==> src/rtl/core/qtp_pkg.sv <==
// ----------------------------------------------------------------------------
// qtp_pkg
// Shared types and codes for the transport parameter block parser: result
// record, push bundle between parser and result queue, result kinds and
// parameter codes.
// ----------------------------------------------------------------------------
`default_nettype none

package qtp_pkg;

  // Result kinds
  localparam logic [3:0] KIND_INT    = 4'd0;
  localparam logic [3:0] KIND_STRB   = 4'd1;
  localparam logic [3:0] KIND_EMPTY  = 4'd2;
  localparam logic [3:0] KIND_FLAG   = 4'd3;
  localparam logic [3:0] KIND_CHOSEN = 4'd4;
  localparam logic [3:0] KIND_AVAIL  = 4'd5;
  localparam logic [3:0] KIND_SKIP   = 4'd6;
  localparam logic [3:0] KIND_DONE   = 4'd7;
  localparam logic [3:0] KIND_ERR    = 4'd8;

  // Parameter codes with special handling
  localparam logic [4:0] PCODE_NONE = 5'd0;
  localparam logic [4:0] PCODE_FLAG = 5'd12;
  localparam logic [4:0] PCODE_VER  = 5'd17;
  localparam logic [4:0] PCODE_UNK  = 5'd18;

  // Byte-string parameter codes
  localparam logic [4:0] PCODE_ORIG_DCID   = 5'd0;
  localparam logic [4:0] PCODE_RESET_TOKEN = 5'd2;
  localparam logic [4:0] PCODE_PREF_ADDR   = 5'd13;
  localparam logic [4:0] PCODE_INIT_SCID   = 5'd15;
  localparam logic [4:0] PCODE_RETRY_SCID  = 5'd16;

  // Version words are four bytes
  localparam int unsigned WORD_BYTES = 4;

  // Result queue depth; one byte pushes at most two results
  localparam int unsigned RES_DEPTH = 4;

  typedef struct packed {
    logic [3:0]  kind;
    logic [4:0]  param_code;
    logic [61:0] value;
    logic        last_in_param;
    logic        last_of_run;
  } qtp_result_t;

  // Up to two results from one byte; slot one is used only with slot zero
  typedef struct packed {
    logic        v0;
    logic        v1;
    qtp_result_t r0;
    qtp_result_t r1;
  } qtp_push_t;

endpackage

`default_nettype wire

==> src/rtl/core/qtp_parser.sv <==
// ----------------------------------------------------------------------------
// qtp_parser
// Parse state and combinational step logic: consumes one registered byte per
// fire and pushes up to two results to the result queue.
// ----------------------------------------------------------------------------
`default_nettype none

module qtp_parser (
  input  wire logic              clk_i,
  input  wire logic              rst_ni,
  input  wire logic              fire_i,
  input  wire logic [7:0]        data_byte_i,
  input  wire logic              final_byte_i,
  output qtp_pkg::qtp_push_t     push_o
);

  // Phase codes
  localparam logic [2:0] PH_TYPE  = 3'd0;
  localparam logic [2:0] PH_LEN   = 3'd1;
  localparam logic [2:0] PH_INTV  = 3'd2;
  localparam logic [2:0] PH_PAD   = 3'd3;
  localparam logic [2:0] PH_STR   = 3'd4;
  localparam logic [2:0] PH_FLAGV = 3'd5;
  localparam logic [2:0] PH_VERC  = 3'd6;
  localparam logic [2:0] PH_VERA  = 3'd7;

  localparam logic [1:0] WordLast = 2'(qtp_pkg::WORD_BYTES - 1);

  function automatic logic is_string(input logic [4:0] p);
    return (p == qtp_pkg::PCODE_ORIG_DCID) || (p == qtp_pkg::PCODE_RESET_TOKEN) ||
           (p == qtp_pkg::PCODE_PREF_ADDR) || (p == qtp_pkg::PCODE_INIT_SCID) ||
           (p == qtp_pkg::PCODE_RETRY_SCID);
  endfunction

  function automatic qtp_pkg::qtp_result_t make_res(input logic [3:0]  kind,
                                                     input logic [4:0]  code,
                                                     input logic [61:0] val,
                                                     input logic        lastp);
    qtp_pkg::qtp_result_t r;
    r.kind          = kind;
    r.param_code    = code;
    r.value         = val;
    r.last_in_param = lastp;
    r.last_of_run   = 1'b0;
    return r;
  endfunction

  logic [2:0]  phase_q, phase_d;
  logic [61:0] vacc_q, vacc_d;
  logic [2:0]  vleft_q, vleft_d;
  logic [4:0]  cur_q, cur_d;
  logic [61:0] region_q, region_d;
  logic [31:0] wacc_q, wacc_d;
  logic [1:0]  wbytes_q, wbytes_d;
  logic        failed_q, failed_d;

  // Varint feed of the current byte
  logic [61:0] vf_acc;
  logic [2:0]  vf_left;
  logic        vf_done;
  logic [61:0] region_dec;
  logic [31:0] wacc_sh;
  logic [3:0]  need;

  logic                 nv, tv, err;
  qtp_pkg::qtp_result_t nres, tres;

  always_comb begin
    if (vleft_q == 3'd0) begin
      vf_acc  = {56'd0, data_byte_i[5:0]};
      vf_left = 3'((4'd1 << data_byte_i[7:6]) - 4'd1);
    end else begin
      vf_acc  = {vacc_q[53:0], data_byte_i};
      vf_left = vleft_q - 3'd1;
    end
    vf_done    = (vf_left == 3'd0);
    region_dec = region_q - 62'd1;
    wacc_sh    = {wacc_q[23:0], data_byte_i};
    need       = 4'd1 << data_byte_i[7:6];
  end

  // Step: next state and the normal result of this byte
  always_comb begin
    phase_d  = phase_q;
    vacc_d   = vacc_q;
    vleft_d  = vleft_q;
    cur_d    = cur_q;
    region_d = region_q;
    wacc_d   = wacc_q;
    wbytes_d = wbytes_q;
    failed_d = failed_q;
    err      = 1'b0;
    nv       = 1'b0;
    nres     = '0;

    case (phase_q)
      PH_TYPE: begin
        vacc_d  = vf_acc;
        vleft_d = vf_left;
        if (vf_done) begin
          cur_d   = (vf_acc <= {57'd0, qtp_pkg::PCODE_VER}) ? vf_acc[4:0]
                                                             : qtp_pkg::PCODE_UNK;
          phase_d = PH_LEN;
        end
      end
      PH_LEN: begin
        vacc_d  = vf_acc;
        vleft_d = vf_left;
        if (vf_done) begin
          if (cur_q == qtp_pkg::PCODE_UNK) begin
            if (vf_acc == 62'd0) begin
              nv      = 1'b1;
              nres    = make_res(qtp_pkg::KIND_SKIP, qtp_pkg::PCODE_UNK, 62'd0, 1'b1);
              phase_d = PH_TYPE;
            end else begin
              region_d = vf_acc;
              phase_d  = PH_PAD;
            end
          end else if (cur_q == qtp_pkg::PCODE_VER) begin
            if ((vf_acc < 62'(qtp_pkg::WORD_BYTES)) || (vf_acc[1:0] != 2'd0)) begin
              err = 1'b1;
            end else begin
              region_d = vf_acc;
              wacc_d   = '0;
              wbytes_d = '0;
              phase_d  = PH_VERC;
            end
          end else if (cur_q == qtp_pkg::PCODE_FLAG) begin
            if (vf_acc == 62'd0) begin
              nv      = 1'b1;
              nres    = make_res(qtp_pkg::KIND_FLAG, qtp_pkg::PCODE_FLAG, 62'd1, 1'b1);
              phase_d = PH_TYPE;
            end else begin
              phase_d = PH_FLAGV;
            end
          end else if (is_string(cur_q)) begin
            if (vf_acc == 62'd0) begin
              nv      = 1'b1;
              nres    = make_res(qtp_pkg::KIND_EMPTY, cur_q, 62'd0, 1'b1);
              phase_d = PH_TYPE;
            end else begin
              region_d = vf_acc;
              phase_d  = PH_STR;
            end
          end else begin
            if (vf_acc == 62'd0) begin
              err = 1'b1;
            end else begin
              region_d = vf_acc;
              phase_d  = PH_INTV;
            end
          end
        end
      end
      PH_INTV: begin
        if ((vleft_q == 3'd0) && (region_q < {58'd0, need})) begin
          err = 1'b1;
        end else begin
          region_d = region_dec;
          vacc_d   = vf_acc;
          vleft_d  = vf_left;
          if (vf_done) begin
            nv      = 1'b1;
            nres    = make_res(qtp_pkg::KIND_INT, cur_q, vf_acc, 1'b1);
            phase_d = (region_dec != 62'd0) ? PH_PAD : PH_TYPE;
          end
        end
      end
      PH_PAD: begin
        region_d = region_dec;
        if (region_dec == 62'd0) begin
          if (cur_q == qtp_pkg::PCODE_UNK) begin
            nv   = 1'b1;
            nres = make_res(qtp_pkg::KIND_SKIP, qtp_pkg::PCODE_UNK, 62'd0, 1'b1);
          end
          phase_d = PH_TYPE;
        end
      end
      PH_STR: begin
        region_d = region_dec;
        nv       = 1'b1;
        nres     = make_res(qtp_pkg::KIND_STRB, cur_q, {54'd0, data_byte_i},
                            region_dec == 62'd0);
        if (region_dec == 62'd0) begin
          phase_d = PH_TYPE;
        end
      end
      PH_FLAGV: begin
        vacc_d  = vf_acc;
        vleft_d = vf_left;
        if (vf_done) begin
          nv      = 1'b1;
          nres    = make_res(qtp_pkg::KIND_FLAG, qtp_pkg::PCODE_FLAG,
                             {61'd0, vf_acc != 62'd0}, 1'b1);
          phase_d = PH_TYPE;
        end
      end
      PH_VERC, PH_VERA: begin
        region_d = region_dec;
        wacc_d   = wacc_sh;
        if (wbytes_q == WordLast) begin
          nv       = 1'b1;
          nres     = make_res((phase_q == PH_VERC) ? qtp_pkg::KIND_CHOSEN
                                                   : qtp_pkg::KIND_AVAIL,
                              qtp_pkg::PCODE_VER, {30'd0, wacc_sh},
                              region_dec == 62'd0);
          wbytes_d = '0;
          wacc_d   = '0;
          phase_d  = (region_dec != 62'd0) ? PH_VERA : PH_TYPE;
        end else begin
          wbytes_d = wbytes_q + 2'd1;
        end
      end
      default: begin
        phase_d = PH_TYPE;
      end
    endcase

    // Terminal result: error, or block end
    tv   = err || final_byte_i;
    tres = make_res((!err && (phase_d == PH_TYPE) && (vleft_d == 3'd0))
                      ? qtp_pkg::KIND_DONE : qtp_pkg::KIND_ERR,
                    qtp_pkg::PCODE_NONE, 62'd0, 1'b0);
    tres.last_of_run = 1'b1;
    nres.last_of_run = !tv;
    if (err && !final_byte_i) begin
      failed_d = 1'b1;
    end

    // Drop everything while failed
    if (failed_q) begin
      nv = 1'b0;
      tv = 1'b0;
    end
  end

  // Pack results in order into the push bundle
  always_comb begin
    push_o = '0;
    if (fire_i) begin
      if (nv) begin
        push_o.v0 = 1'b1;
        push_o.r0 = nres;
        push_o.v1 = tv;
        push_o.r1 = tres;
      end else begin
        push_o.v0 = tv;
        push_o.r0 = tres;
      end
    end
  end

  // Advance state; final byte returns everything to reset
  always_ff @(posedge clk_i or negedge rst_ni) begin
    if (!rst_ni) begin
      phase_q  <= PH_TYPE;
      vacc_q   <= '0;
      vleft_q  <= '0;
      cur_q    <= '0;
      region_q <= '0;
      wacc_q   <= '0;
      wbytes_q <= '0;
      failed_q <= 1'b0;
    end else if (fire_i) begin
      if (final_byte_i) begin
        phase_q  <= PH_TYPE;
        vacc_q   <= '0;
        vleft_q  <= '0;
        cur_q    <= '0;
        region_q <= '0;
        wacc_q   <= '0;
        wbytes_q <= '0;
        failed_q <= 1'b0;
      end else if (!failed_q) begin
        phase_q  <= phase_d;
        vacc_q   <= vacc_d;
        vleft_q  <= vleft_d;
        cur_q    <= cur_d;
        region_q <= region_d;
        wacc_q   <= wacc_d;
        wbytes_q <= wbytes_d;
        failed_q <= failed_d;
      end
    end
  end

`ifndef NO_ASSERTIONS
  a_second_is_terminal: assert property (@(posedge clk_i) disable iff (!rst_ni)
    push_o.v1 |-> (push_o.v0 && ((push_o.r1.kind == qtp_pkg::KIND_DONE) ||
                                 (push_o.r1.kind == qtp_pkg::KIND_ERR))))
    else $error("second result of a byte is not a terminal result");
  a_failed_silent: assert property (@(posedge clk_i) disable iff (!rst_ni)
    (failed_q && fire_i) |-> !push_o.v0)
    else $error("result pushed while in failed state");
  a_failed_sticky: assert property (@(posedge clk_i) disable iff (!rst_ni)
    (failed_q && !(fire_i && final_byte_i)) |=> failed_q)
    else $error("failed state cleared before the final byte");
`endif

endmodule

`default_nettype wire

==> src/rtl/core/qtp_result_fifo.sv <==
// ----------------------------------------------------------------------------
// qtp_result_fifo
// Small result queue: takes up to two results per cycle in order while it
// reports room, and presents one result per transaction on the output channel.
// ----------------------------------------------------------------------------
`default_nettype none

module qtp_result_fifo (
  input  wire logic                 clk_i,
  input  wire logic                 rst_ni,
  input  wire qtp_pkg::qtp_push_t   push_i,
  output logic                      room_o,
  output logic                      out_valid_o,
  input  wire logic                 out_stall_i,
  output qtp_pkg::qtp_result_t      head_o
);

  localparam int unsigned Depth = qtp_pkg::RES_DEPTH;
  localparam int unsigned PtrW  = $clog2(Depth);
  localparam int unsigned CntW  = $clog2(Depth + 1);

  qtp_pkg::qtp_result_t entry_q [Depth];
  logic [PtrW-1:0] wr_ptr_q, rd_ptr_q;
  logic [CntW-1:0] count_q, count_d;
  logic [PtrW-1:0] wr_ptr1;
  logic [1:0]      n_wr;
  logic            pop;

  assign room_o      = (count_q <= CntW'(Depth - 2));
  assign out_valid_o = (count_q != '0);
  assign head_o      = entry_q[rd_ptr_q];
  assign pop         = out_valid_o && !out_stall_i;
  assign wr_ptr1     = wr_ptr_q + PtrW'(1);
  assign n_wr        = {1'b0, push_i.v0} + {1'b0, push_i.v1};
  assign count_d     = count_q + CntW'(n_wr) - CntW'(pop);

  // Store pushed results
  always_ff @(posedge clk_i) begin
    if (push_i.v0) begin
      entry_q[wr_ptr_q] <= push_i.r0;
    end
    if (push_i.v1) begin
      entry_q[wr_ptr1] <= push_i.r1;
    end
  end

  // Advance pointers and count
  always_ff @(posedge clk_i or negedge rst_ni) begin
    if (!rst_ni) begin
      wr_ptr_q <= '0;
      rd_ptr_q <= '0;
      count_q  <= '0;
    end else begin
      wr_ptr_q <= wr_ptr_q + PtrW'(n_wr);
      if (pop) begin
        rd_ptr_q <= rd_ptr_q + PtrW'(1);
      end
      count_q <= count_d;
    end
  end

`ifndef NO_ASSERTIONS
  a_no_overflow: assert property (@(posedge clk_i) disable iff (!rst_ni)
    push_i.v0 |-> (count_q <= CntW'(Depth - 2)))
    else $error("result pushed without room in queue");
  a_count_bound: assert property (@(posedge clk_i) disable iff (!rst_ni)
    count_q <= CntW'(Depth))
    else $error("result queue count out of range");
  a_head_held: assert property (@(posedge clk_i) disable iff (!rst_ni)
    (out_valid_o && out_stall_i) |=> (out_valid_o && $stable(head_o)))
    else $error("stalled result changed or dropped");
`endif

endmodule

`default_nettype wire

==> src/rtl/core/quic_transport_param_parser_top.sv <==
// ----------------------------------------------------------------------------
// quic_transport_param_parser_top
// Transport parameter block parser: walks type/length/value entries one
// byte at a time and emits one result per output transaction.
// ----------------------------------------------------------------------------
//  channel | direction | handshake              | payload
//  input   | in        | in_valid_i/in_stall_o   | data_byte_i, final_byte_i
//  output  | out       | out_valid_o/out_stall_i | kind_o, param_code_o, value_o,
//          |           |                         | last_in_param_o, last_of_run_o
//
//  One byte per cycle while the queue has room; a byte is parsed in the cycle
//  after it is registered unless the input stalls. A byte giving two results
//  takes an extra output transaction; the four-entry result queue sets when
//  the input stalls (it needs room for two results).
//  Reset clears parse state and the queue; no clearing pass is needed.
//  Stall on the output holds the head result; stall on the input is driven
//  from registers only.
// ----------------------------------------------------------------------------
`default_nettype none

module quic_transport_param_parser_top (
  input  wire logic        clk_i,
  input  wire logic        rst_ni,
  input  wire logic        in_valid_i,
  output logic             in_stall_o,
  input  wire logic [7:0]  data_byte_i,
  input  wire logic        final_byte_i,
  output logic             out_valid_o,
  input  wire logic        out_stall_i,
  output logic [3:0]       kind_o,
  output logic [4:0]       param_code_o,
  output logic [61:0]      value_o,
  output logic             last_in_param_o,
  output logic             last_of_run_o
);

  logic                 in_valid_q;
  logic [7:0]           byte_q;
  logic                 final_q;
  logic                 room;
  logic                 fire;
  logic                 accept;
  qtp_pkg::qtp_push_t   push;
  qtp_pkg::qtp_result_t head;

  assign fire       = in_valid_q && room;
  assign in_stall_o = in_valid_q && !room;
  assign accept     = in_valid_i && !in_stall_o;

  // Input register: load on transaction, drop once parsed
  always_ff @(posedge clk_i or negedge rst_ni) begin
    if (!rst_ni) begin
      in_valid_q <= 1'b0;
    end else if (accept) begin
      in_valid_q <= 1'b1;
    end else if (fire) begin
      in_valid_q <= 1'b0;
    end
  end

  always_ff @(posedge clk_i) begin
    if (accept) begin
      byte_q  <= data_byte_i;
      final_q <= final_byte_i;
    end
  end

  qtp_parser u_parser (
    .clk_i        (clk_i),
    .rst_ni       (rst_ni),
    .fire_i       (fire),
    .data_byte_i  (byte_q),
    .final_byte_i (final_q),
    .push_o       (push)
  );

  qtp_result_fifo u_fifo (
    .clk_i       (clk_i),
    .rst_ni      (rst_ni),
    .push_i      (push),
    .room_o      (room),
    .out_valid_o (out_valid_o),
    .out_stall_i (out_stall_i),
    .head_o      (head)
  );

  assign kind_o          = head.kind;
  assign param_code_o    = head.param_code;
  assign value_o         = head.value;
  assign last_in_param_o = head.last_in_param;
  assign last_of_run_o   = head.last_of_run;

endmodule

`default_nettype wire

==> config.mk <==
export PLATFORM = sky130hd
export DESIGN_NAME = quic_transport_param_parser_top
export DESIGN_NICKNAME = d
export VERILOG_FILES = /design/src/rtl/core/qtp_pkg.sv /design/src/rtl/core/qtp_parser.sv /design/src/rtl/core/qtp_result_fifo.sv /design/src/rtl/core/quic_transport_param_parser_top.sv
export SDC_FILE = /design/constraint.sdc
export NUM_CORES = 1
export LEC_CHECK = 0
export BUFFER_PORTS_ARGS = -buffer_cell sky130_fd_sc_hd__buf_4
export CAP_MARGIN = 20
export CORE_ASPECT_RATIO = 1.75
export CORE_UTILIZATION = 52
export DETAILED_ROUTE_END_ITERATION = 10
export GPL_ROUTABILITY_DRIVEN = 1
export GPL_TIMING_DRIVEN = 1
export PLACE_DENSITY = 0.77
export SLEW_MARGIN = 20
export SYNTH_ARGS = -nofsm -noshare
export SYNTH_HDL_FRONTEND = slang
export SYNTH_SLANG_ARGS = --single-unit
==> constraint.sdc <==
create_clock -name clk_i -period 6.7 [get_ports clk_i]
set_clock_uncertainty 0.05 [all_clocks]
set_input_delay 1.005 -clock clk_i [delete_from_list [all_inputs] [get_ports clk_i]]
set_output_delay 1.005 -clock clk_i [all_outputs]
set_load 0.1 [all_outputs]
== After elaboration in Yosys (flattened, before gate mapping) ==
Memory sizes are Yosys's and may differ from the RTL's.
Cells that the tools add are included.

* Add/sub/neg operators: 10
* Magnitude comparators: 4
* Equal/unequal tests: 23
* Shift operators: 1
* Multiplexer cells: 115
* Reduce and logical (&&, ||, !) cells: 47

{| class="wikitable"
|+ Operator list
! cell !! number
|-
| 73-bit two-way mux || 9
|-
| 62-bit two-way mux || 10
|-
| 73-bit one-hot mux with 6 select lines || 1
|-
| 72-bit two-way mux || 3
|-
| 71-bit two-way mux || 3
|-
| 62-bit one-hot mux with 3 select lines || 1
|-
| 24-bit two-way mux || 7
|-
| 54-bit two-way mux || 3
|-
| 148-bit two-way mux || 1
|-
| 62-bit logical NOT || 2
|-
| 62-bit nonzero test || 2
|-
| 54-bit one-hot mux with 2 select lines || 1
|-
| 69-bit two-way mux || 1
|-
| 3-bit two-way mux || 22
|-
| 62-bit by 5-bit <= comparator with 1-bit output (second input constant) || 1
|-
| 62-bit by 3-bit less-than comparator with 1-bit output (second input constant) || 1
|-
| 62-bit by 4-bit less-than comparator with 1-bit output || 1
|-
| 62-bit by 1-bit subtractor with 62-bit output (second input constant) || 1
|-
| 24-bit one-hot mux with 2 select lines || 1
|-
| 1-bit two-way mux || 32
|-
| 5-bit two-way mux || 5
|-
| 2-bit two-way mux || 9
|-
| 3-bit one-hot mux with 6 select lines || 1
|-
| 5-bit by 4-bit equality test with 1-bit output (second input constant) || 3
|-
| 38 further kinds || 79
|}

* Register bits after elaboration: 171
* RAM bits: 292
* Input port bits: 13
* Output and inout port bits: 75
* Word-level logic and storage cells: 215
* Memories kept: 1

{| class="wikitable"
|+ Memory list
! memory !! words !! bits a word !! read ports !! clocked after Yosys merged registers in !! write ports !! line !! source
|-
| u_fifo.entry_q || 4 || 73 || 1 || 0 || 2 || qtp_result_fifo.sv:22 || <nowiki>qtp_pkg::qtp_result_t entry_q [Depth];</nowiki>
|}

== Longest topological paths before layout ==
Gate-level depths: netlist of run 1.

* Depth after elaboration: 20
* Gate-level depth with buffers: 24
* Gate-level depth less buffers: 18

== By module ==
A second synthesis of run 1 with hierarchy kept.

* Cells, all modules: 2171
* Area, all modules: 26309.0 um2

{| class="wikitable"
|+ By module, submodules not included
! module !! times used !! cells each !! area an instance (um2) !! sequential area each (um2)
|-
| qtp_result_fifo || 1 || 746 || 14736.6 || 8943.6
|-
| qtp_parser || 1 || 1410 || 11238.3 || 3853.7
|-
| quic_transport_param_parser_top || 1 || 15 || 334.1 || 295.3
|}

== Worst setup path after synthesis of run 1 ==
Ideal clock, no wire load.

* Path type: register -> register
* From: register u_parser.vleft_q[0]
* To: register u_fifo.count_q[2]
* Setup time: 0.123 ns
* Data arrival time: 5.191 ns
* Data required time: 6.527 ns
* Setup slack: 1.337 ns
* Cell stages (with the launch flop): 25
* Buffers on the path: 6
* Cells stage by stage: dfrtp_1 or3_1 clkbuf_1 clkbuf_1 clkbuf_1 buf_1 nor2_1 nor2_1 ha_1 nor3_1 o21ai_1 nor2_1 a221o_1 o21ai_1 or2_2 o21a_2 buf_4 buf_2 nor2_1 ha_1 inv_1 ha_1 fa_1 xor2_1 xnor2_1

* Cells in the longest elaborated chain, start to end: 17
* Elaborated cells on any way between the ends: 35

{| class="wikitable"
|+ RTL lines
! item !! line !! source
|-
| start, declared || qtp_parser.sv:50 || <nowiki>logic [2:0] vleft_q, vleft_d;</nowiki>
|-
| start signal, assigned || qtp_parser.sv:277 || <nowiki>vleft_q <= vleft_d;</nowiki>
|-
| branches (longest 13 deep; another with 62-bit by 3-bit less-than comparator with 1-bit output) || -- ||
|-
| 148-bit two-way mux * || qtp_parser.sv:240 || <nowiki>if (fire_i) begin</nowiki>
|-
| 1-bit by 1-bit adder with 2-bit output * || qtp_result_fifo.sv:34 || <nowiki>assign n_wr = {1'b0, push_i.v0} + {1'b0, push_i.v1};</nowiki>
|-
| 3-bit by 2-bit adder with 3-bit output * || qtp_result_fifo.sv:35 || <nowiki>assign count_d = count_q + CntW'(n_wr) - CntW'(pop);</nowiki>
|-
| 3-bit by 1-bit subtractor with 3-bit output * || qtp_result_fifo.sv:35 ||
|-
| via u_fifo.count_d[2] || qtp_result_fifo.sv:24 || <nowiki>logic [CntW-1:0] count_q, count_d;</nowiki>
|-
| end signal, assigned || qtp_result_fifo.sv:58 || <nowiki>count_q <= count_d;</nowiki>
|-
| end, declared || qtp_result_fifo.sv:24 ||
|}

Mark *: on every way through the listed nets, which the timed path passes.
A chain may end at the register's enable or synchronous reset.

== Final worst setup path of run 1 ==
* From: register u_parser.region_q[1]
* To: register u_fifo.count_q[2]

* Cells in the longest elaborated chain, start to end: 11
* Elaborated cells on any way between the ends: 18

{| class="wikitable"
|+ RTL lines
! item !! line !! source
|-
| start, declared || qtp_parser.sv:52 || <nowiki>logic [61:0] region_q, region_d;</nowiki>
|-
| start signal, assigned || qtp_parser.sv:279 || <nowiki>region_q <= region_d;</nowiki>
|-
| branches (longest 7 deep; another with 62-bit by 1-bit subtractor with 62-bit output) || -- ||
|-
| 148-bit two-way mux * || qtp_parser.sv:240 ||
|-
| 1-bit by 1-bit adder with 2-bit output * || qtp_result_fifo.sv:34 ||
|-
| 3-bit by 2-bit adder with 3-bit output * || qtp_result_fifo.sv:35 ||
|-
| 3-bit by 1-bit subtractor with 3-bit output * || qtp_result_fifo.sv:35 ||
|-
| via u_fifo.count_d[2] || qtp_result_fifo.sv:24 ||
|}

Marks and branches as above.

==> results.json, run 1 <==
{
  "status": "complete, no violations",
  "synth_area_mm2": 0.0223,
  "finalCritPeriodShare": 0.891,
  "critical_path_arrival_ns": 6.37,
  "ys_seq_elements": 463,
  "dieArea_mm2": 0.0438,
  "row_count": 100,
  "yosys.area.top_type": "dfxtp_1",
  "ant_nets": 0,
  "cts_buffers": 41,
  "path_class": "flop to flop",
  "routedWlPerCell_um": 26.4,
  "wirelength_um": 72800,
  "synth_edf_count": 29,
  "p_leak_uw": 0.00927,
  "drtIter0Drc": 2178,
  "area_growth_pct": 10.5,
  "yosysWarnings": 0,
  "viasPerCell": 6.93,
  "htree_levels": 2,
  "postSynthCellCount": 2200,
  "synth_fp_nets": 2227,
  "clock_latency_ns": 0.58,
  "maxSlewViolCount": 0,
  "rsz0062_at_grt": "no",
  "rr_startpoint": "u_parser.region_q[1]",
  "fmax_mhz": 167,
  "cts_setup_buffers": 0,
  "async_reset_ff_frac": 0.350,
  "setup_tns_ns": 0,
  "cap_viol_max_count": 0,
  "ios": 88,
  "hold-worst-slack_ns": 0.406,
  "initial_core_util": 0.526,
  "cts_tree": "done",
  "route.detailed.drc": 0,
  "path_clk_slew_ns": 0.06,
  "antenna_cells": 0,
  "yosysSeqAreaShare": 0.465,
  "place_hpwl_um": 50500,
  "cp.required_ns": 7.10,
  "die_w_um": 159,
  "grt_first_pass_wirelength_um": 113000,
  "fin_ws_ns": 0.728,
  "synthDistinctLibCells": 87,
  "yosysTopAreaCellShare": 0.244,
  "gr-usage-all-layers": 0.336,
  "clockBufferDepth": 3,
  "grt_start_max_net_pins": 99,
  "p_per_area_mw_per_mm2": 377,
  "hold_path_startpoint": "u_fifo.entry_q[0][22]",
  "core_mm2": 0.0424,
  "finalCriticalPeriod_ns": 5.97,
  "max_slew_margin": 0.291,
  "holdBufCountCts": 0,
  "worst_pin_slew_ns": 1.06,
  "place_worst_setup_slack_ns": 0.839,
  "layout.nets": 2196,
  "cp-end-kind": "flop",
  "vias": 19100,
  "antenna_found_initial": 0,
  "postCtsResizedCells": 0,
  "hold_viol_final": 0,
  "clock-sinks": 463,
  "drive_above_1_share": 0.148,
  "synth_area_per_cell_um2": 10.1,
  "startpoint": "u_parser.region_q[1]",
  "synth-main-ff-cell": "dfxtp_1",
  "cts_root_buf": "clkbuf_16",
  "grt_pass1_vias": 19200,
  "hold_class": "flop to flop",
  "ir_drop_mv": 0.320,
  "yosys-top-cells-area": "dfxtp_1, dfrtp_1, mux4_2",
  "gp_congestion": 0.999,
  "place.port_buffers": 87,
  "first_pass_iters": 6,
  "crit_fanout": 24,
  "die_h_um": 276,
  "setup_viol": 0,
  "start_kind": "flop",
  "overflow": 0
}
metrics by stage:
| stage | utilization | total power, uW | cell area [um2] | instances |
|---|---|---|---|---|
| detailed placement | 0.550 | 6910 | 23300 | 2687 |
| finish | 0.582 | 9300 | 24700 | 2762 |
| CTS | 0.582 | 9260 | 24700 | 2762 |
| global route | 0.582 | 9690 | 24700 | 2762 |
| floorplan | - | 5920 | 22300 | 2200 |
| global placement | 0.550 | 6860 | 23300 | 2687 |
worst max-delay path: stages (launching register included):
cell and delay [ns]:
dfrtp_1 0.47, inv_1 0.14, ha_1 0.33, nor3b_2 0.49, nand4_1 0.40, nor3_2 0.69, xor2_1 0.23, nand2b_1 0.21
nor4_1 0.33, nand4_1 0.41, o21a_2 0.55, nand2_1 0.23, ha_1 0.24, inv_1 0.06, ha_1 0.29, fa_1 0.43
xor2_1 0.17, xnor2_1 0.12
cells in the mapped netlist, types with 6 or more instances:
cell type / number
edfxtp_1: 29
dfrtp_1: 162
o211ai_1: 7
nor2b_1: 6
nand4_1: 24
ha_1: 13
or3_1: 20
o31ai_1: 11
nand2b_1: 10
nor2_1: 145
a22o_1: 179
xor2_1: 21
mux4_2: 73
o2bb2ai_1: 55
a31oi_1: 6
nand2_1: 215
o21ai_0: 69
clkbuf_1: 138
buf_2: 43
and3_1: 8
inv_1: 32
nand3_1: 48
a311oi_1: 9
or4_1: 9
dfxtp_1: 272
xnor2_1: 31
o21a_1: 8
a211oi_1: 9
and2_1: 13
nor3_1: 47
mux2i_1: 6
a21o_1: 9
buf_1: 24
a32o_1: 53
nor4_1: 46
a22oi_1: 23
a21oi_1: 120
o22a_1: 50
a32oi_1: 10
o21ai_1: 9
a221oi_1: 42
logic make-up after synthesis:
logic type,Yosys count,share of synthesized area
XOR/XNOR,52,0.0204
multiplexers,80,0.0768
AO/OA/AOI/OAI,703,0.242
adder cells (fa/ha/maj),14,0.00818
AND/OR/NAND/NOR,641,0.142
buffers and inverters,247,0.0456
flip-flops,463,0.465
registers in the layout (all words and copies together) (netlist names), 2 cells and up:
| signal | count |
|---|---|
| u_parser.cur_q | 5 |
| u_fifo.count_q | 3 |
| u_parser.wacc_q | 24 |
| u_fifo.wr_ptr_q | 2 |
| u_parser.phase_q | 3 |
| u_parser.wbytes_q | 2 |
| u_fifo.entry_q | 292 |
| u_parser.vleft_q | 3 |
| u_fifo.rd_ptr_q | 2 |
| u_parser.region_q | 62 |
| byte_q | 8 |
| u_parser.vacc_q | 54 |
path summary, 6_finish.rpt:
kind	endpoint	slack [ns]	cells after the start
max	u_fifo.count_q[2]	0.73	17
max reg2reg	u_fifo.count_q[2]	0.73	17
min reg2reg	u_fifo.entry_q[0][22]	0.41	2
max in group asynchronous	u_parser.region_q[48]	4.57	2
min	u_fifo.entry_q[0][22]	0.41	2
min in group asynchronous	u_parser.cur_q[2]	0.51	1
final cells by class:
type / count / area (um2)
clock buffer: 63 / 1190
sequential: 463 / 10400
clock inverter: 12 / 138
fill: 3570 / 17700
inverter: 32 / 120
timing repair buffer: 141 / 1070
multi-input combinational: 1490 / 11100
tap: 561 / 702
per-layer routing:
metal / track usage / part of all wire / up-vias
met5: 0 / 0 / -
met4: 0.251 / 0.080 / 0
met3: 0.0473 / 0.068 / 299
met2: 0.549 / 0.49 / 1023
met1: 0.395 / 0.36 / 9492
li1: - / - / 8326
placed cells by master, fill, tap and decap left out, drive strengths merged, types with 13 or more instances in the layout:
cell type	instances
clkbuf	63
nor3	51
o22a	50
nor2	147
buf	141
and2	13
xor2	21
or3	20
nand4	24
a32o	53
a22o	179
o2bb2ai	55
dfrtp	162
edfxtp	29
nand3	49
xnor2	31
nor4	53
a221oi	42
o21ai	78
a21oi	123
ha	13
mux4	73
inv	33
dfxtp	272
nand2	216
a22oi	23
report_power, final:
group	internal, uW	switching, uW
Combinational	1070	1970
Sequential	3120	769
Clock	1280	1090
Total	5470	3830
(Power assumes the default switching activity.)
==> run 2: changes to the inputs <==
--- a/config.mk
+++ b/config.mk
@@ -9,10 +9,12 @@
 export CAP_MARGIN = 20
 export CORE_ASPECT_RATIO = 1.75
 export CORE_UTILIZATION = 52
+export CTS_CLUSTER_DIAMETER = 100
 export DETAILED_ROUTE_END_ITERATION = 10
 export GPL_ROUTABILITY_DRIVEN = 1
 export GPL_TIMING_DRIVEN = 1
 export PLACE_DENSITY = 0.77
+export REMOVE_ABC_BUFFERS = 1
 export SLEW_MARGIN = 20
 export SYNTH_ARGS = -nofsm -noshare
 export SYNTH_HDL_FRONTEND = slang
==> run 2 against run 1 <==
  * Worst setup slack improved by 0.23 ns
  * Total power up 4.6%
  * Worst hold slack got worse by 0.0039 ns
  * Sequential cell count did not move
  * Die area did not move
  * Utilization rose by 0.46 points
  * Combinational power grew 5%
==> results.json, run 2 (same netlist as run 1, synthesis figures left out) <==
{
  "setup_tns_ns": 0,
  "final_util": 0.586,
  "place_hpwl_um": 51800,
  "viasPerCell": 7.10,
  "ir_drop_mv": 0.329,
  "wirelength_um": 78000,
  "clock_latency_ns": 0.59,
  "dieArea_mm2": 0.0438,
  "dpl.cell_count": 2689,
  "path_class": "flop to flop",
  "reg2reg_slack_ns": 0.95,
  "path_clk_slew_ns": 0.07,
  "start_kind": "flop",
  "cts_setup_buffers": 0,
  "nFillCells": 3580,
  "hold_class": "flop to flop",
  "setup_viol": 0,
  "total_power_uw": 9720,
  "gp_congestion": 1.10,
  "area_growth_pct": 11.4,
  "drive_above_1_share": 0.153,
  "layout_common_cells": "dfxtp_1, nand2_1, a22o_1",
  "crit_top_cell": "ha_1",
  "initial_core_util": 0.526,
  "holdBufCountCts": 0,
  "final_common_cell": "dfxtp_1",
  "p_per_area_mw_per_mm2": 391,
  "crit_fanout": 24,
  "cts_tree": "done",
  "route.detailed.drc": 0,
  "place.port_buffers": 87,
  "cp.required_ns": 7.12,
  "clock-sinks": 463,
  "hold-worst-slack_ns": 0.402,
  "cp-end-kind": "flop",
  "clockBufferDepth": 3,
  "postCtsResizedCells": 0,
  "crit_chain": "inv_1, ha_1, nor3b_2, nand4_1, nor4_2, nand3_1, a221oi_1, and4_1, nand3_1, o21a_2, nand2_1, ha_1, inv_1, ha_1, fa_1, xor2_1, xnor2_1",
  "antenna_cells": 0,
  "critPathMaxStageDelay_ns": 0.73,
  "maxSlewViolCount": 0,
  "max_slew_margin": 0.232,
  "reg_top3": "u_fifo.entry_q: 292 flops, u_parser.region_q: 62 flops, u_parser.vacc_q: 54 flops",
  "htree_levels": 2,
  "top_register": "u_fifo.entry_q",
  "drtIter0Drc": 1808,
  "core_mm2": 0.0424,
  "grt_pass1_vias": 19700,
  "grt_first_pass_wirelength_um": 119000,
  "rsz0062_at_grt": "no",
  "row_count": 100,
  "layout.nets": 2200,
  "antenna_found_initial": 1,
  "status": "complete, no violations",
  "cp_slowest_cell": "nor4_2",
  "worst_pin_slew_ns": 1.15,
  "fmax_mhz": 174,
  "grt_start_max_net_pins": 107,
  "largest_reg_flops": 292,
  "routedWlPerCell_um": 28.2,
  "ant_nets": 0,
  "first_pass_iters": 6,
  "critical_path_arrival_ns": 6.16,
  "die_w_um": 159,
  "gr-usage-all-layers": 0.362,
  "cts_buffers": 42,
  "hold_viol_final": 0,
  "overflow": 0,
  "cts_root_buf": "clkbuf_16",
  "cap_viol_max_count": 0,
  "vias": 19700,
  "p_leak_uw": 0.00939,
  "finalCriticalPeriod_ns": 5.75,
  "die_h_um": 276,
  "finalCritPeriodShare": 0.858,
  "ios": 88,
  "final_cells": 2767
}
==> run 2: cell types whose count changed in the layout (fill, tap and decap cells not counted), sizes merged <==
| cell | previous run | this run |
|---|---|---|
| buf | 141 | 143 |
| clkinvlp | 1 | 0 |
| inv | 33 | 34 |
| bufinv | 1 | 5 |
| clkbuf | 63 | 62 |
==> run 2: layer usage <==
| layer | part of all wire | track usage | vias up |
|---|---|---|---|
| met1 | 0.34 | 0.399 | 9818 |
| met4 | 0.089 | 0.284 | 0 |
| met3 | 0.074 | 0.0677 | 369 |
| met5 | 0 | 0 | - |
| met2 | 0.50 | 0.603 | 1102 |
| li1 | - | - | 8369 |
==> run 2: worst paths after layout <==
kind	start	endpoint	cells after the start
min reg2reg	u_fifo.entry_q[2][23]	u_fifo.entry_q[2][23]	2
min	u_fifo.entry_q[2][23]	u_fifo.entry_q[2][23]	2
max in group asynchronous	rst_ni	u_parser.vacc_q[45]	2
max reg2reg	u_parser.region_q[0]	u_fifo.count_q[2]	17
min in group asynchronous	rst_ni	in_valid_q	1
max	u_parser.region_q[0]	u_fifo.count_q[2]	17
==> run 2: cell type report <==
class,count,area [um2],share of cell area
tap,561,702,0.0282
multi-input combinational,1490,11100,0.445
timing repair buffer,144,1130,0.0455
sequential,463,10400,0.417
inverter,32,120,0.00483
clock buffer,61,1230,0.0497
clock inverter,16,235,0.00946
==> run 2: critical path, delay by kind of cell (launching register included) <==
kind / cells / cell delay, ns
fa+ha+maj: 4 / 1.23
compound gates: 2 / 0.82
buf+inv: 2 / 0.18
simple gates: 7 / 2.58
xor+xnor: 2 / 0.28
flops: 1 / 0.48
==> run 2: through the flow <==
stage / setup slack [ns] / instance area [um2]
after detailed placement: 1.01 / 23400
after global placement: 1.22 / 23400
after global routing: 0.479 / 24900
final: 0.953 / 24900
after floorplan: -0.897 / 21400
after CTS: 0.983 / 24800
==> run 2: power by group <==
group          leakage, uW  total, uW  internal (uW)  switching (uW)
Combinational      0.00410       3190           1100            2080
Clock             0.000725       2600           1490            1120
Sequential         0.00456       3930           3120             818
Total              0.00939       9720           5710            4020
==> run 3: changes to the inputs <==
--- a/config.mk
+++ b/config.mk
@@ -5,6 +5,7 @@
 export SDC_FILE = /design/constraint.sdc
 export NUM_CORES = 1
 export LEC_CHECK = 0
+export ABC_AREA = 1
 export BUFFER_PORTS_ARGS = -buffer_cell sky130_fd_sc_hd__buf_4
 export CAP_MARGIN = 20
 export CORE_ASPECT_RATIO = 1.75
==> run 3 against run 2 <==
  * Sequential power fell by 2%
  * Design area grew 6.7%
  * Utilization shrank 0.88 points
  * Count of clock-buffer cells in the layout unchanged
  * Synthesized cell count up 56%
  * Non-clock buffer count shrank 16
  * Worst hold slack better by 0.0072 ns
  * Sequential share of layout area shrank 2.6 points
  * Total power rose by 41%
  * Global-route usage down 1.2 points
  * Cell count increased by 45%
  * Fmax increased by 13%
==> results.json, run 3 <==
{
  "cts_buffers": 43,
  "largest_reg_flops": 292,
  "p_leak_uw": 0.0110,
  "first_pass_iters": 5,
  "maxSlewViolCount": 0,
  "synth_area_mm2": 0.0242,
  "cts_tree": "done",
  "stdcell_area_mm2": 0.0265,
  "overflow": 0,
  "antenna_found_initial": 0,
  "cp.required_ns": 7.15,
  "core_mm2": 0.0459,
  "async_reset_ff_frac": 0.350,
  "ant_nets": 0,
  "clock_latency_ns": 0.59,
  "final_common_cell": "nand2_1",
  "drtIter0Drc": 2664,
  "grt_start_max_net_pins": 103,
  "path_class": "flop to flop",
  "yosysWarnings": 0,
  "p_per_area_mw_per_mm2": 516,
  "reg_top3": "u_fifo.entry_q: 292 flops, u_parser.region_q: 62 flops, u_parser.vacc_q: 54 flops",
  "cp-end-kind": "flop",
  "place_area_mm2": 0.0251,
  "wirelength_um": 83400,
  "grt_pass1_vias": 22900,
  "yosys.area.top_type": "dfxtp_1",
  "synth_most_common_cell": "nand2_1",
  "top_register": "u_fifo.entry_q",
  "gr-usage-all-layers": 0.350,
  "htree_levels": 2,
  "viasPerCell": 6.11,
  "crit_fanout": 27,
  "grt_first_pass_wirelength_um": 128000,
  "hold_viol_final": 0,
  "critical_path_arrival_ns": 5.51,
  "path_delay_family": "simple AND/OR/NAND/NOR gates",
  "cap_viol_max_count": 0,
  "dieArea_mm2": 0.0474,
  "layout_common_cells": "nand2_1, nor2_1, o21ai_0",
  "clock-sinks": 463,
  "synth_edf_count": 29,
  "synth-main-ff-cell": "dfxtp_1",
  "setup_viol": 0,
  "path_buf_inv": 2,
  "crit_chain": "inv_1, nand2_1, nor2_2, nand2_4, nor2_1, nand2_1, nand2_1, nand2_1, nor2_1, nand2_1, nor2_1, nand2_1, nor2_2, nand3_2, nand3_2, nand3_4, nor2_4, ha_1, inv_1, ha_1, fa_1, xnor2_1, xor2_1",
  "yosysTopAreaCellShare": 0.225,
  "routedWlPerCell_um": 20.8,
  "worst_pin_slew_ns": 0.986,
  "yosys-top-cells-area": "dfxtp_1, dfrtp_1, nand2_1",
  "rr_startpoint": "u_parser.region_q[0]",
  "postCtsResizedCells": 0,
  "drive_above_1_share": 0.0755,
  "cts_setup_buffers": 0,
  "place_hpwl_um": 57000,
  "cts_root_buf": "clkbuf_16",
  "ys_seq_elements": 463,
  "reg2reg_slack_ns": 1.64,
  "path_depth": 23,
  "critPathMaxStageDelay_ns": 0.48,
  "synth_area_per_cell_um2": 7.03,
  "crit_top_cell": "nand2_1",
  "rr_worst_depth": 23,
  "route.detailed.drc": 0,
  "area_growth_pct": 9.70,
  "vias": 24500,
  "setup_tns_ns": 0,
  "path_clk_slew_ns": 0.07,
  "cp_slowest_cell": "nor2_2",
  "synthDistinctLibCells": 49,
  "row_count": 104,
  "hold_path_startpoint": "u_fifo.entry_q[2][64]",
  "fmax_mhz": 197,
  "layout.nets": 3424,
  "status": "complete, no violations",
  "die_h_um": 287,
  "final_util": 0.577,
  "r2r_end": "u_fifo.count_q[2]",
  "clockBufferDepth": 3,
  "startpoint": "u_parser.region_q[0]",
  "postSynthCellCount": 3439,
  "hold_class": "flop to flop",
  "max_slew_margin": 0.337,
  "crit_end": "u_fifo.count_q[2]",
  "holdBufCountCts": 0,
  "place.port_buffers": 87,
  "yosys-top-cells-count": "nand2_1, nor2_1, o21ai_0",
  "finalCriticalPeriod_ns": 5.06,
  "rsz0062_at_grt": "no",
  "ir_drop_mv": 0.661,
  "start_kind": "flop",
  "gp_congestion": 1.01,
  "finalCritPeriodShare": 0.756,
  "die_w_um": 165,
  "yosysSeqAreaShare": 0.429,
  "initial_core_util": 0.526,
  "ios": 88
}
==> run 3: cell types whose count changed after synthesis, sizes merged, moves of 73 or more <==
cell   delta
nand3   +336
o22ai   +115
nor2    +399
nand2   +382
inv     +286
mux4     -73
a22o    -178
o21ai   +436
==> run 3: cell type report <==
class	instances	area (um2)
Antenna cell	2	5.00
Clock buffer	61	1230
Clock inverter	18	179
Fill cell	4439	19400
Inverter	322	1210
Multi-Input combinational cell	2439	11800
Sequential cell	463	10400
Tap cell	583	729
Timing Repair Buffer	128	1000
==> run 3: per-stage QoR <==
stage / std cells / hold WS [ns] / total power, uW / setup slack, ns
after floorplan: 3224 / 0.388 / 9060 / -0.427
after global placement: 3935 / 0.395 / 11100 / 1.82
after detailed placement: 3935 / 0.402 / 11100 / 1.71
after CTS: 4014 / 0.410 / 13600 / 1.64
after global routing: 4014 / 0.433 / 14300 / 1.17
final: 4016 / 0.409 / 13700 / 1.64
==> run 3: cells by family after synthesis <==
group	synth area share
XOR/XNOR	0.00398
adder cells (fa/ha/maj)	0.00756
flip-flops	0.429
buffers and inverters	0.0869
AO/OA/AOI/OAI	0.189
AND/OR/NAND/NOR	0.283
==> run 3: how the worst min path moves through the flow <==
stage / end / slack [ns] / depth (start not counted)
6_report: u_fifo.entry_q[2][64] / 0.41 / 2
4_1_cts: u_fifo.entry_q[2][64] / 0.41 / 2
2_1_floorplan: u_fifo.entry_q[2][64] / 0.39 / 2
5_1_grt: u_fifo.entry_q[1][4] / 0.43 / 2
3_5_place_dp: u_fifo.entry_q[1][1] / 0.40 / 2
3_3_place_gp: u_fifo.entry_q[1][2] / 0.40 / 2
==> run 3: worst register-to-register path: cells and delay by family (launching register included) <==
family	cells	cell delay, ns
simple gates	16	3.00
fa+ha+maj	3	0.92
flops	1	0.40
xor+xnor	2	0.38
buf+inv	2	0.21
==> run 3: layer usage <==
layer | vias up | global-route usage | wire, um
met5 | - | 0 | 0
met4 | 0 | 0.245 | 6650
met3 | 327 | 0.0375 | 5650
met2 | 1236 | 0.578 | 40100
met1 | 11500 | 0.421 | 31000
li1 | 11500 | - | -
==> run 3: power breakdown <==
part | internal (uW) | leakage, uW | switching [uW]
Clock | 1350 | 0.000699 | 1140
Sequential | 3270 | 0.00456 | 575
Combinational | 1620 | 0.00576 | 5720
Total | 6240 | 0.0110 | 7440
